--- src/design/pip_pkg.sv ---
// ----------------------------------------------------------------------------
// pip_pkg
// Shared types and constants for the point-in-polygon crossing-number block.
// ----------------------------------------------------------------------------
`default_nettype none

package pip_pkg;

  // Coordinate format, fixed by the field widths.
  localparam int COORD_BITS = 16;
  localparam int DIFF_BITS  = COORD_BITS + 1;
  localparam int PROD_BITS  = 2 * DIFF_BITS;

  localparam int MAX_VERTICES_DEF = 64;
  localparam int COUNT_BITS       = 7;
  localparam int SLOT_BITS        = 6;
  localparam int COUNT_RESET_VAL  = 4;

  // Configuration port.
  localparam int APB_ADDR_BITS = 3;
  localparam int APB_DATA_BITS = 32;
  localparam int REG_IDX_BITS  = APB_ADDR_BITS - 2;
  localparam logic [REG_IDX_BITS-1:0] REG_VERTEX_COUNT = 1'b0;

  // Operation codes of an input word.
  localparam logic OP_WRITE = 1'b0;
  localparam logic OP_TEST  = 1'b1;

  typedef logic signed [COORD_BITS-1:0] coord_t;
  typedef logic signed [PROD_BITS-1:0]  prod_t;

  localparam coord_t COORD_MAX = {1'b0, {(COORD_BITS-1){1'b1}}};
  localparam coord_t COORD_MIN = {1'b1, {(COORD_BITS-1){1'b0}}};

  typedef struct packed {
    coord_t x;
    coord_t y;
  } vtx_t;

  // Query token handed from cell to cell. The products of one cell are
  // compared by the next cell, so the pending flag marks an edge whose
  // crossing decision is still open.
  typedef struct packed {
    logic   valid;
    coord_t px;
    coord_t py;
    coord_t xmin;
    coord_t xmax;
    coord_t ymin;
    coord_t ymax;
    logic   parity;
    logic   pend;
    prod_t  lhs;
    prod_t  rhs;
  } tok_t;

endpackage

`default_nettype wire

--- src/design/pip_cell.sv ---
// ----------------------------------------------------------------------------
// pip_cell
// One vertex register and one edge stage of the query chain.
// ----------------------------------------------------------------------------
`default_nettype none

module pip_cell #(
  parameter int IDX = 0
) (
  input  wire logic                          clk,
  input  wire logic                          rst,
  input  wire logic                          wr_en,
  input  wire logic [pip_pkg::SLOT_BITS-1:0] wr_slot,
  input  wire pip_pkg::vtx_t                 wr_vtx,
  input  wire logic [pip_pkg::COUNT_BITS-1:0] count,
  input  wire pip_pkg::vtx_t                 nxt,
  input  wire pip_pkg::vtx_t                 first,
  input  wire pip_pkg::tok_t                 tok_in,
  output pip_pkg::vtx_t                      vtx,
  output pip_pkg::tok_t                      tok_out
);

  logic                          active;
  logic                          wrap;
  pip_pkg::vtx_t                 b;
  logic                          swap;
  pip_pkg::coord_t               x1, y1, x2, y2;
  logic signed [pip_pkg::DIFF_BITS-1:0] dx, dy, qx, qy;
  pip_pkg::prod_t                lhs, rhs;
  logic                          vertical;
  logic                          in_span;
  logic                          crossed;
  pip_pkg::tok_t                 tok_next;

  always_ff @(posedge clk) begin
    if (wr_en && (32'(wr_slot) == IDX)) begin
      vtx <= wr_vtx;
    end
  end

  assign active = 32'(count) > IDX;
  assign wrap   = 32'(count) == (IDX + 1);

  always_comb begin
    b    = wrap ? first : nxt;
    swap = vtx.x > b.x;
    x1   = swap ? b.x : vtx.x;
    y1   = swap ? b.y : vtx.y;
    x2   = swap ? vtx.x : b.x;
    y2   = swap ? vtx.y : b.y;

    dx = pip_pkg::DIFF_BITS'(x2) - pip_pkg::DIFF_BITS'(x1);
    dy = pip_pkg::DIFF_BITS'(y2) - pip_pkg::DIFF_BITS'(y1);
    qx = pip_pkg::DIFF_BITS'(tok_in.px) - pip_pkg::DIFF_BITS'(x1);
    qy = pip_pkg::DIFF_BITS'(tok_in.py) - pip_pkg::DIFF_BITS'(y1);

    lhs = pip_pkg::PROD_BITS'(qy) * pip_pkg::PROD_BITS'(dx);
    rhs = pip_pkg::PROD_BITS'(qx) * pip_pkg::PROD_BITS'(dy);

    vertical = x1 == x2;
    in_span  = (tok_in.px >= x1) && (tok_in.px <= x2);

    // Finish the decision of the previous cell's edge.
    crossed = tok_in.pend && ($signed(tok_in.lhs) >= $signed(tok_in.rhs));

    tok_next        = tok_in;
    tok_next.parity = tok_in.parity ^ crossed;
    tok_next.pend   = active && !vertical && in_span;
    tok_next.lhs    = lhs;
    tok_next.rhs    = rhs;
    if (active) begin
      if (vtx.x < tok_in.xmin) tok_next.xmin = vtx.x;
      if (vtx.x > tok_in.xmax) tok_next.xmax = vtx.x;
      if (vtx.y < tok_in.ymin) tok_next.ymin = vtx.y;
      if (vtx.y > tok_in.ymax) tok_next.ymax = vtx.y;
    end
  end

  always_ff @(posedge clk) begin
    if (rst) begin
      tok_out <= '0;
    end else begin
      tok_out <= tok_next;
    end
  end

endmodule

`default_nettype wire

--- config.mk ---
export PLATFORM = sky130hd
export DESIGN_NAME = pip_cell
export DESIGN_NICKNAME = d
export VERILOG_FILES = /design/src/design/pip_pkg.sv /design/src/design/pip_cell.sv
export SDC_FILE = /design/constraint.sdc
export NUM_CORES = 2
export LEC_CHECK = 0
export ABC_AREA = 1
export BUFFER_PORTS_ARGS = -buffer_cell sky130_fd_sc_hd__buf_2
export CORE_MARGIN = 3
export CORE_UTILIZATION = 55
export CTS_CLUSTER_DIAMETER = 60
export CTS_CLUSTER_SIZE = 25
export DETAILED_ROUTE_END_ITERATION = 8
export PLACE_DENSITY_LB_ADDON = 0.05
export SLEW_MARGIN = 30
export SYNTH_ARGS = -nofsm -noshare
export SYNTH_HDL_FRONTEND = slang
export SYNTH_SLANG_ARGS = --single-unit
--- constraint.sdc ---
create_clock -name clk -period 11.55 [get_ports clk]
set_clock_uncertainty 0.05 [all_clocks]
set_input_delay 0.5775 -clock clk [delete_from_list [all_inputs] [get_ports clk]]
set_output_delay 0.5775 -clock clk [all_outputs]
set_load 0.01 [all_outputs]
==> summary.md <==
| Metric | Value |
|---|---|
| Most numerous cell in the Yosys netlist | inv_1 |
| Area growth, synth to finish | 12.58% |
| Hold WC Path Type | input pin to flip-flop |
| Pin count of the biggest net entering global routing | 53 |
| Fin crit period | 10820 ps |
| Initial Util | a little under three fifths |
| Port Buffers | 477 |
| Relative slew slack | 37.60% |
| Synth Instances | approximately 4500 |
| Synthesized area | 35130 um2 |
| Vias in the first global route | approximately 32000 |
| Layout cells sized above 1 | roughly 14% |
| Final nets | just over 6000 |
| Routed WL per cell | roughly 20 um |
| Crit-path max cell delay | 750 ps |
| Critical Path Sink Type | flip-flop |
| RSZ-0062 raised after global routing | no |
| Xor and xnor area share after synthesis | 1.510% |
| Routed Antenna Nets | 0 |
| Slew Viols, Final | 0 |
| Mux cell area share after synthesis | less than 1% |
| Number of DRC markers in iteration 0 | about 2200 |
| Synth area leaders | fa_1 (34%), ha_1 (12%), inv_1 (11%) |
| I/O pins | 478 |
| Critical path fanouts, max | 29 |
| Max_cap viols | 0 |
| Total CTS buffers | 17 |
| Most common cell on crit path | nand2_1 |
| CORE AREA | ~63000 um2 |
| Via Count | ~32000 |
| #FFs+latches synth | approximately 200 |
| Critical path's slowest cell | fa_1 |
| Number of distinct library cells after synthesis | 56 |
| Gr ovfl total | 0 |
| Syn. warnings | 0 |
| Top FF cell, synth | dfxtp_1 |
| DR pass1 iterations | 7 |
| First-pass GRT wire length | between 150000 and 200000 um |
| WP data arrival | ~11000 ps |
| Worst setup SP type | input pin |
| Setup violators final | 0 |
| Yosys top cell area share | about a third |
| Cell taking the most area after synthesis | fa_1 |
| HPWL after detailed placement | around 98000 um |
| Internal reg-to-reg setup slack | roughly 1300 ps |
| Final Hold Viols | 0 |
| Syn_nets | ~5700 |
| Fmax | between 90 and 100 MHz |
| CP top delay family | adder cells |
| Filler cells | between 5000 and 6000 |
| Setup Crit Path Kind | input pin to flip-flop |
| Number of synthesized flops with an enable pin | 32 |
| Clock Latency Late Sink | 520 ps |
| Area of the die | 66940 um2 |
| Clock transition at the registers of the reported paths | roughly 90 ps |
| Rows | approximately 90 |
| Synth Area in Compound Gates | under 10% |
| Die width | roughly 260 um |
| Residual DRC | 0 |
| Clock sinks | between 150 and 200 |
| Status | completed |
| Slew @ Worst Pin | around 930 ps |
| H-tree levels | 4 |
| Period utilization | roughly 94% |
| Gr usage total | between 30% and 40% |
| Clock Path Buffers | 2 |
| Sequential area share after synthesis | 12.25% |
| Buf/Inv on CP | 9 |
| Vias per std cell | between 5 and 6 |
| Initial antenna violation count | 8 |
| WHS | 179.9 ps |
| Largest family of logic cells by synthesized area | adder cells |
| Total Wirelength | ~120000 um |
| CTS tree | done |
| Die Span Y | ~260 um |
| Root Buffer | clkbuf_16 |
| Commonest cells post-synth | inv_1 (1025), nand2_1 (799), fa_1 (595) |
| CP Data Required Time | 11900 ps |
| Setup TNS | 0 ps |
| Avg Inst Size Synth | approximately 7.8 um2 |
| Final Wtd Congestion | 0.9688 |
| Synth Area in Simple Gates | between 10% and 20% |
| Ys async rst share | 0% |
| Adder-cell share of the synthesized area | about 46% |
## worst paths after layout
path                                   startpoint                     end  depth (start not counted)
worst min register to register  vtx[13]$_DFFE_PP_  tok_out[83]$_SDFF_PP0_                          2
worst max register to register  vtx[31]$_DFFE_PP_  tok_out[33]$_SDFF_PP0_                         41
worst max-delay path                     count[1]  tok_out[33]$_SDFF_PP0_                         47
worst min-delay path                    wr_vtx[3]        vtx[3]$_DFFE_PP_                          1
## cell type report
class                      instances  area, um2  area share (%)
multi-input combinational       3121      26400           66.74
sequential                       199       4304           10.88
inverter                        1051       3945           9.975
timing repair buffer             586       3208           8.111
tap                              846       1059           2.676
clock buffer                      17      425.4           1.076
clock inverter                    15      195.2          0.4935
antenna                            7      17.52         0.04429
## placed cells by master, fill, tap and decap left out, types with 8 or more instances in the layout
cell type  count
buf_4        110
xnor2_1       18
o21a_1        22
mux2_2        13
fa_1         595
edfxtp_1      32
a31oi_1       12
a21o_1        10
inv_1       1024
ha_1         343
clkbuf_16     17
o21ai_0      207
dfxtp_1      167
buf_2        476
xor2_1        21
nor2_1       419
clkinv_1       8
nand4_1       19
o21ai_1       17
o21bai_1      10
xor2_2         9
nand2_2       14
nand2_1      799
nand3_1      194
nand3b_1      12
a21oi_1      275
nor3_1        34
inv_2         19
## per-stage QoR
step                util (%)  setup WS [ps]  area [um2]  std cells
floorplan                  -           1367       35130       4484
global placement       61.58          222.9       38840       5798
detailed placement     61.59         -21.67       38850       5798
CTS                    62.58          497.6       39470       5830
global route           62.69          15.56       39550       5840
finish                 62.70          730.1       39550       5842
## cell families (layout without fill, tap and decap cells)
kind of cell,Yosys count,after routing
simple gates,1525,1525
flops,199,199
compound gates,591,591
mux,15,15
fa+ha+maj,938,938
buf+inv,1164,1669
other cells,0,7
xor+xnor,52,52
## registers in the layout (all words and copies together) (netlist names)
name,count
tok_out,167
vtx,32
## repair_timing
item / in CTS / in global routing
hold buffers: 0 / 0
endpoints found under the setup margin: 0 / 16
resized for setup: 0 / 8
buffers inserted: 0 / 5
## worst reg2reg max path: cells and delay by family, from the launching register on
kind                       cells  cell delay (ps)
DFF                            1              640
adders and majority gates     10             4960
buffers and inverters          6              560
AOI/OAI and AO/OA              6              770
xor gates and xnor gates       1              460
and+or+nand+nor               18             2740
## metal layers
layer  part of all wire (%)  routed length, um  global-route usage, %
met3                    7.3               8378                  5.619
met4                    4.3               5013                  14.03
met5                  0.011                 13                      0
met2                     49              56290                  61.10
met1                     40              45840                  44.35
Power is not shown: default switching activity piles up to over one toggle a cycle in this logic, so the estimate is an artifact.
